$ cat config.mk
export PLATFORM = sky130hd
export DESIGN_NAME = soa_ctrl
export DESIGN_NICKNAME = d
export VERILOG_FILES = /design/src/rtl/soa_pkg.sv /design/src/rtl/soa_ctrl.sv
export SDC_FILE = /design/constraint.sdc
export NUM_CORES = 1
export LEC_CHECK = 0
export BUFFER_PORTS_ARGS = -buffer_cell sky130_fd_sc_hd__buf_2
export CELL_PAD_IN_SITES_DETAIL_PLACEMENT = 0
export CELL_PAD_IN_SITES_GLOBAL_PLACEMENT = 2
export CORE_AREA = 2 2 39 41
export CTS_CLUSTER_SIZE = 28
export DETAILED_ROUTE_END_ITERATION = 8
export DIE_AREA = 0 0 41 43
export HOLD_SLACK_MARGIN = 0.02
export PLACE_DENSITY_LB_ADDON = 0.1
export SETUP_SLACK_MARGIN = 0.2
export SYNTH_ARGS = -nofsm -noshare
export SYNTH_HDL_FRONTEND = slang
export SYNTH_SLANG_ARGS = --single-unit
export TNS_END_PERCENT = 20
$ cat constraint.sdc
create_clock -name clk -period 1.8 [get_ports clk]
set_clock_uncertainty 0.1 [all_clocks]
set_input_delay 0.54 -clock clk [delete_from_list [all_inputs] [get_ports clk]]
set_output_delay 0.54 -clock clk [all_outputs]
set_load 0.01 [all_outputs]
$ cat src/rtl/soa_pkg.sv
// Shared constants and types of the slab object allocator.
package soa_pkg;

  localparam int POOL_SLABS   = 16;
  localparam int PAGE_BYTES   = 4096;
  localparam int HEADER_BYTES = 32;
  localparam int MAX_SLOTS    = 508;

  localparam int SLAB_W  = $clog2(POOL_SLABS);
  localparam int SLOT_W  = $clog2(MAX_SLOTS + 1);
  localparam int CNT_W   = 9;
  localparam int PAGE_W  = $clog2(PAGE_BYTES);
  localparam int MEM_W   = $clog2(POOL_SLABS * MAX_SLOTS);
  localparam int HDR     = ((HEADER_BYTES + 7) / 8) * 8;
  localparam int SLABS_W = 5;
  localparam int OBJ_W   = 13;

  localparam logic [SLOT_W-1:0] NO_SLOT = SLOT_W'(MAX_SLOTS);

  localparam logic [2:0] OP_ALLOC   = 3'd0;
  localparam logic [2:0] OP_FREE    = 3'd1;
  localparam logic [2:0] OP_REAP    = 3'd2;
  localparam logic [2:0] OP_STATS   = 3'd3;
  localparam logic [2:0] OP_DESTROY = 3'd4;

  localparam logic [2:0] ST_OK        = 3'd0;
  localparam logic [2:0] ST_NO_PAGE   = 3'd1;
  localparam logic [2:0] ST_NOT_OWNED = 3'd2;
  localparam logic [2:0] ST_DOUBLE    = 3'd3;
  localparam logic [2:0] ST_MISALIGN  = 3'd4;

  localparam logic CFG_OSIZE     = 1'b0;
  localparam logic CFG_POOL_BASE = 1'b1;

  // Commands from the controller to the datapath.
  typedef struct packed {
    logic start;     // latch the item and clear the result
    logic busy;      // an item is in work
  } soa_cmd_t;

  // Status returned from the datapath.
  typedef struct packed {
    logic done;
  } soa_sts_t;

endpackage

$ cat src/rtl/soa_ctrl.sv
// Controller: accepts an item, runs the datapath, hands the result over.
module soa_ctrl
  import soa_pkg::*;
(
  input  logic     clk,
  input  logic     rst_n,
  input  logic     in_tvalid,
  output logic     in_tready,
  output logic     out_tvalid,
  input  logic     out_tready,
  output soa_cmd_t cmd,
  input  soa_sts_t sts
);

  localparam logic [1:0] S_IDLE = 2'd0;
  localparam logic [1:0] S_RUN  = 2'd1;
  localparam logic [1:0] S_OUT  = 2'd2;

  logic [1:0] state_r, state_nxt;

  assign in_tready  = (state_r == S_IDLE);
  assign out_tvalid = (state_r == S_OUT);
  assign cmd.start  = in_tvalid && in_tready;
  assign cmd.busy   = (state_r == S_RUN);

  // Next state.
  always_comb begin
    state_nxt = state_r;
    case (state_r)
      S_IDLE: if (in_tvalid) state_nxt = S_RUN;
      S_RUN:  if (sts.done) state_nxt = S_OUT;
      S_OUT:  if (out_tready) state_nxt = S_IDLE;
      default: state_nxt = S_IDLE;
    endcase
  end

  always_ff @(posedge clk) begin
    if (!rst_n) begin
      state_r <= S_IDLE;
    end else begin
      state_r <= state_nxt;
    end
  end

`ifndef NO_ASSERTIONS
  a_no_accept_busy: assert property (@(posedge clk) disable iff (!rst_n)
    cmd.busy |-> !in_tready) else $error("accept while busy");
  a_out_after_run: assert property (@(posedge clk) disable iff (!rst_n)
    $rose(out_tvalid) |-> $past(cmd.busy)) else $error("result without work");
  a_done_leaves: assert property (@(posedge clk) disable iff (!rst_n)
    (cmd.busy && sts.done) |=> out_tvalid) else $error("done lost");
`endif

endmodule

== After elaboration in Yosys (flattened, before gate mapping) ==
Index checks and enable logic that the tools add are counted.
Storage, ports and cells
  register bits after elaboration: 2
  input bits: 5
Cells by class
  equal/unequal tests: 5
  muxes and demuxes: 4
  reductions and logical operators: 3
Operators by type and width (count)
  2-bit 2-to-1 mux: 3
  2-bit case mux with 3 select lines: 1
  2-bit by 1-bit != test with 1-bit output (second input constant): 2
  3-bit AND reduction: 1
  2-bit by 1-bit == test with 1-bit output (second input constant): 1
  2-bit == test (second input constant): 1
  2-bit zero test: 1
  2-bit != test (second input constant): 1
  1-bit logical AND: 1

== Logic depth before layout (Yosys ltp) ==
Gate-level depths: netlist of run 1.
  depth after elaboration: 3
  mapped depth: 2
  mapped depth without buffers: 2

== Least setup slack after synthesis of run 1 ==
OpenSTA, ideal clock, no wires.
  kind: reg-to-output
  from: register state_r[0]
  to: output cmd[1] in the netlist's numbering
  stages on the path, launching flop included: 3
  path slack: 0.436 ns
  arrival time: 0.724 ns
  buffers on the path: 0
  path through: dfxtp_1 nor2_1 and2_1
RTL lines
  from (decl): RTL line soa_ctrl.sv:19  | logic [1:0] state_r, state_nxt;
  from (signal assigned): RTL line soa_ctrl.sv:41  | state_r <= state_nxt;
  to (decl): RTL line soa_ctrl.sv:11  | output soa_cmd_t cmd,

== Worst setup path after layout of run 1 ==
  from: register state_r[1]
  to: output out_tvalid
On the way
  word-level cells in the longest chain between the ends: 1
Ends and longest elaborated chain
  2-bit == test: RTL line soa_ctrl.sv:22  | assign out_tvalid = (state_r == S_OUT);
  to (decl): RTL line soa_ctrl.sv:9  | output logic out_tvalid,
No other way between the ends.

==> results.md, run 1 <==
* Outcome: finished clean
* DRT antenna net count at 0
* Root Buffer: clkbuf_4
* Number of fill cells in the layout at 160
* DR iter-0 viols at 5
* Post-synthesis mux area share at 0%
* Crit. End Element: output port
* Post-synthesis adder-cell area fraction at 0%
* Largest net degree at the start of global routing at 6
* Routed vias/inst at about 3.2
* Max cap viols at 0
* Area share of the largest cell type after synthesis at a little over a third
* Hold WC Path Type: register to register
* Reg-to-reg startpoint: state_r[0]$_SDFFE_PN0P_
* # setup viols final at 0
* Synthesized cell area at 111.4 um2
* Worst setup path startpoint: state_r[1]$_SDFFE_PN0P_
* Per-cell routed wire length at ~8.4 um
* Die X at between 40 and 50 um
* Net Sw Frac at between 20% and 30%
* Worst-Skew Late Latency at 0.23 ns
* CORE AREA at 1384 um2
* Post-CTS Setup Bufs at 0
* I/O pins at 9
* Synth top area cells: dfxtp_1 36%, nand2b_1 17%, nor2b_4 12%
* # DRC at 0
* Congestion Overflow GR at 0
* Largest registers: state_r: 2 flops
* First-pass GRT wire length at 496 um
* Clock share of power at 55.2%
* PD cells at a little over 900 nW/um2
* Synth Area in Compound Gates at 14.61%
* Num CTS Buffers at 3
* Max Root-Sink Buffers at 2
* Startpoint Class: register
* Pint at 138.7 uW
* Die Area at around 1800 um2
* Power, Total at 182.7 uW
* Post-Layout Cell Count at 39
* Rows at 14
* Clock transition at path regs at 0.03 ns
* Largest register FFs at 2
* Rel. slew slack at 89.01%
* Max Freq at 625.5 MHz
* Dpl cells at 36
* Synth Instances at 12
* Vias in the first global route at 134
* RSZ-0062 raised after global routing: true
* Layout cells sized above 1 at a little over two thirds
* Gr usage total at 5.416%
* Hold-fix buffers, CTS at 0
* CP peak stage delay at 0.37 ns
* Worst Tran Pin Value at between 0.15 and 0.2 ns
* Crit Path Class: register to output port
* P_leak at 0.09724 nW
* 1st-pass router iterations at 3
* Initial antenna violation count at 0
* Post-synthesis register bit count at 2
* Nets at 30
* Unique masters post-synth at 8
* Final core utilization at 14.38%
* Sequential-to-total area share from yosys stat at 35.96%
* Peak VDD IR at around 0.15 mV
* Largest reg by FF count: state_r
* Area Growth Syn to Fin at 78.65%
* Initial Utilization at roughly 8.0%
* Mapped Avg Cell Area at 9.280 um2
* Min-delay src: state_r[0]$_SDFFE_PN0P_
* Synth area leader: dfxtp_1
* Max-slew violations at 0
* Sw power at ~44 uW
* Clock sink total at 2
* Via count at about 130
* Largest family of logic cells by synthesized area: simple AND/OR/NAND/NOR gates
* Yosys synthesis warning count at 0
* Die height at 43 um
* Comb pwr share at between 10% and 20%
* Critical path fanouts, max at 4
* Mapped Nets at 17
* Hold Vio Cnt, Final at 0
* TNS Setup at 0 ns
* CP cell instances: nor2b_1 > buf_2
* # diodes at 0
* CTS tree: done
* CP arrival at 0.96 ns
* Tcrit/Tclk final at between 80% and 90%
* Worst path slowest cell: dfxtp_2
* Htree depth at 1
* Seq pwr share at 28.6%
* Worst Path Required at 1.16 ns
* Simple-Gate Fraction of Synth Area at 49.44%
* Final wirelength at ~330 um
* Placer Congestion at 0.5502
* Post-Synth XOR/XNOR Area at 0%
* IO buf count at 8
* Tmin final at around 1.6 ns
-- layout make-up --
type / count / area (um2) / area share (%)
sequential: 2 / 42.54 / 21.38
clock buffer: 3 / 22.52 / 11.32
tap: 16 / 20.02 / 10.06
multi-input combinational: 10 / 73.82 / 37.11
timing repair buffer: 8 / 40.04 / 20.13
-- repair_timing --
item | CTS | global route
resized for setup | 3 | 0
pin swaps | 0 | 0
endpoints found under the setup margin | 2 | 2
hold endpoints to repair | 0 | 0
-- per-layer routing --
| metal | global-route usage [%] | wire length [um] | up-vias |
|---|---|---|---|
| met4 | 12.00 | 0 | 0 |
| met5 | 0 | 0 | - |
| li1 | - | - | 62 |
| met1 | 3.526 | 126 | 60 |
| met3 | 3.141 | 14 | 0 |
| met2 | 5.938 | 188 | 3 |
-- Yosys cell counts --
master,n
nand2b_1,3
nor2_1,1
nor2b_1,2
dfxtp_1,2
a21oi_1,1
and2_1,1
nor2b_4,1
a32o_2,1
-- layout by cell type (no fill, tap or decap) --
cell      count
nand2b_1      3
buf_2         8
nor2b_4       1
and2_1        1
nor2_2        1
a21oi_1       1
nor2b_1       2
clkbuf_4      3
a32o_2        1
dfxtp_2       2
-- worst max-delay path, delay by kind of cell, from the launching register on --
kind | cells | cell delay, ns
flops | 1 | 0.37
buf+inv | 1 | 0.16
simple gates | 1 | 0.20
-- kinds of logic (layout without fill, tap and decap cells) --
family / count (synthesis) / after routing
AND/OR/NAND/NOR: 8 / 8
buffers and inverters: 0 / 11
flip-flops: 2 / 2
AO/OA/AOI/OAI: 2 / 2
-- power groups by stage --
stage / Clock, mW / Combinational [mW] / Sequential, mW
global placement: 0 / 0.0300 / 0.0518
CTS: 0.109 / 0.0301 / 0.0521
finish: 0.101 / 0.0296 / 0.0522
floorplan: 0 / 0.0166 / 0.0508
global route: 0.110 / 0.0333 / 0.0527
detailed placement: 0 / 0.0295 / 0.0516
-- per-stage QoR --
step           hold WS, ns  worst slack [ns]  area (um2)
6_report            0.3931            0.2014       198.9
5_1_grt             0.4365            0.1842       198.9
4_1_cts             0.4057            0.2203       198.9
3_5_place_dp        0.4222            0.2636       171.4
3_3_place_gp        0.4360            0.2692       171.4
2_1_floorplan       0.3752            0.4358       111.4
-- worst paths after layout --
kind,to,slack (ns),cells past startpoint
min reg2reg,state_r[0]$_SDFFE_PN0P_,0.39,2
max,out_tvalid,0.20,2
max reg2reg,state_r[1]$_SDFFE_PN0P_,0.89,2
min,state_r[0]$_SDFFE_PN0P_,0.39,2
(Power assumes the default switching activity.)
==> inputs of run 2 (changes only) <==
--- a/config.mk
+++ b/config.mk
@@ -6,6 +6,7 @@
 export NUM_CORES = 1
 export LEC_CHECK = 0
 export BUFFER_PORTS_ARGS = -buffer_cell sky130_fd_sc_hd__buf_2
+export CAP_MARGIN = 15
 export CELL_PAD_IN_SITES_DETAIL_PLACEMENT = 0
 export CELL_PAD_IN_SITES_GLOBAL_PLACEMENT = 2
 export CORE_AREA = 2 2 39 41
==> constraint.sdc (replaced) <==
create_clock -name clk -period 1.9 [get_ports clk]
set_clock_uncertainty 0.1 [all_clocks]
set_input_delay 0.57 -clock clk [delete_from_list [all_inputs] [get_ports clk]]
set_output_delay 0.57 -clock clk [all_outputs]
set_load 0.01 [all_outputs]
==> run 2 against run 1 <==
Against the previous run: sequential cell count is the same; largest power group unchanged; largest cell class unchanged; via count is 2.4% higher; first-iteration DRC count fell by 60%.
==> results.md, run 2 (same netlist as run 1, synthesis figures left out) <==
* Outcome: finished clean
* # diodes at 0
* Clock transition at path regs at roughly 0.030 ns
* Tcrit/Tclk final at 86.09%
* Met2 Routed Length at 171 um
* Congestion Overflow GR at 0
* Area Growth Syn to Fin at 77.53%
* Initial antenna violation count at 0
* Per-cell routed wire length at 8.282 um
* Routed vias/inst at 3.282
* Min-delay src: state_r[0]$_SDFFE_PN0P_
* R2r endpoint: state_r[1]$_SDFFE_PN0P_
* Max cap viols at 0
* Met3 wire length at 16 um
* Post-Route M1 WL at 135 um
* Placer Congestion at 0.5496
* CP peak stage delay at a little under 0.4 ns
* Peak VDD IR at 0.1352 mV
* Max Root-Sink Buffers at 2
* Worst path slowest cell: dfxtp_1
* Initial Utilization at 8.047%
* Num CTS Buffers at 3
* Max Freq at 611.4 MHz
* PD cells at 857.2 nW/um2
* Largest net degree at the start of global routing at 6
* Largest reg by FF count: state_r
* IO buf count at 8
* Reg-to-reg startpoint: state_r[0]$_SDFFE_PN0P_
* # resized after CTS at 0
* Worst Hold End: state_r[0]$_SDFFE_PN0P_
* Top layer in use: met3
* DR iter-0 viols at 2
* Die X at 41 um
* Worst Tran Pin Value at around 0.17 ns
* Clock sink total at 2
* Worst hold stages at 2
* Critical path fanouts, max at 4
* CP arrival at just under 1 ns
* R2r setup slk at 0.97 ns
* Largest registers: state_r: 2 flops
* Crit. End Element: output port
* Die height at 43 um
* RSZ-0062 raised after global routing: false
* P_leak at 0.09626 nW
* DRT antenna net count at 0
* Largest register FFs at 2
* Gr usage total at 4.705%
* Rel. slew slack at between 80% and 90%
* Layout cells sized above 1 at 65.22%
* Most frequent cells in the layout: 8 x buf_2, 3 x nand2b_1, 3 x clkbuf_4
* CP cell instances: nor2_1 > and2_1 > buf_2
* Tmin final at 1.636 ns
* Hold WC Path Type: register to register
* R2R cell count at 2
* Commonest non-fill, non-tap cell in the layout: buf_2
* Nets at 30
* Htree depth at 1
* # setup viols final at 0
* Die Area at 1763 um2
* Root Buffer: clkbuf_4
* # DRC at 0
* Power, Total at 169.5 uW
* Startpoint Class: register
* Hold Vio Cnt, Final at 0
* Rows at 14
* TNS Setup at 0 ns
* 1st-pass router iterations at 2
* Crit Path Class: register to output port
* Hold-fix buffers, CTS at 0
* DP Worst Slack at 0.3024 ns
* CTS tree: done
* Post-CTS Setup Bufs at 0
* I/O pins at 9
* Worst Path Required at 1.23 ns
* Final wirelength at 323 um
* Worst setup margin at 0.2643 ns
* First-pass GRT wire length at roughly 530 um
* Worst-Skew Late Latency at 0.22 ns
* Max-slew violations at 0
* Via count at 128
* Vias in the first global route at 134
* CORE AREA at around 1400 um2
-- run 2: cell counts in the layout (fill, tap and decap cells not counted) --
No cell type changed its count.
-- run 2: routing by layer --
| layer | vias to the layer above | GRT usage (%) |
|---|---|---|
| met3 | 0 | 3.141 |
| met1 | 63 | 5.096 |
| met2 | 3 | 5.938 |
| met4 | 0 | 4.000 |
| li1 | 62 | - |
| met5 | - | 0 |
-- run 2: worst max path at each step --
stage | from | endpoint | slack [ns] | cells after the start
2_1_floorplan | state_r[0]$_SDFFE_PN0P_ | cmd[1] | 0.51 | 2
3_3_place_gp | in_tvalid | cmd[1] | 0.30 | 3
3_5_place_dp | in_tvalid | cmd[1] | 0.30 | 3
4_1_cts | state_r[1]$_SDFFE_PN0P_ | cmd[1] | 0.24 | 3
5_1_grt | state_r[1]$_SDFFE_PN0P_ | cmd[1] | 0.19 | 3
6_report | state_r[1]$_SDFFE_PN0P_ | cmd[1] | 0.26 | 3
-- run 2: area by class of cell --
type | instances | area [um2]
Clock buffer | 3 | 22.52
Timing Repair Buffer | 8 | 40.04
Sequential cell | 2 | 41.29
Fill cell | 169 | 1186
Multi-Input combinational cell | 10 | 73.82
Tap cell | 16 | 20.02
-- run 2: critical path, delay by kind of cell, from the launching register on --
kind / cells / cell delay, ns
buffers and inverters: 1 / 0.13
flip-flops: 1 / 0.39
AND/OR/NAND/NOR: 2 / 0.23
-- run 2: stage by stage --
| step | util, % | area (um2) | hold slack (ns) | std cells |
|---|---|---|---|---|
| detailed placement | 12.39 | 171.4 | 0.4212 | 36 |
| global placement | 12.39 | 171.4 | 0.4371 | 36 |
| CTS | 14.01 | 193.9 | 0.4271 | 39 |
| global route | 14.29 | 197.7 | 0.4375 | 39 |
| floorplan | - | 111.4 | 0.3752 | 12 |
| finish | 14.29 | 197.7 | 0.3949 | 39 |
-- run 2: power by group --
group          switching (mW)  total [mW]  internal (mW)
sequential            0.00347      0.0489         0.0455
clock                  0.0228      0.0923         0.0696
combinational          0.0125      0.0282         0.0157
total                  0.0387       0.169          0.131
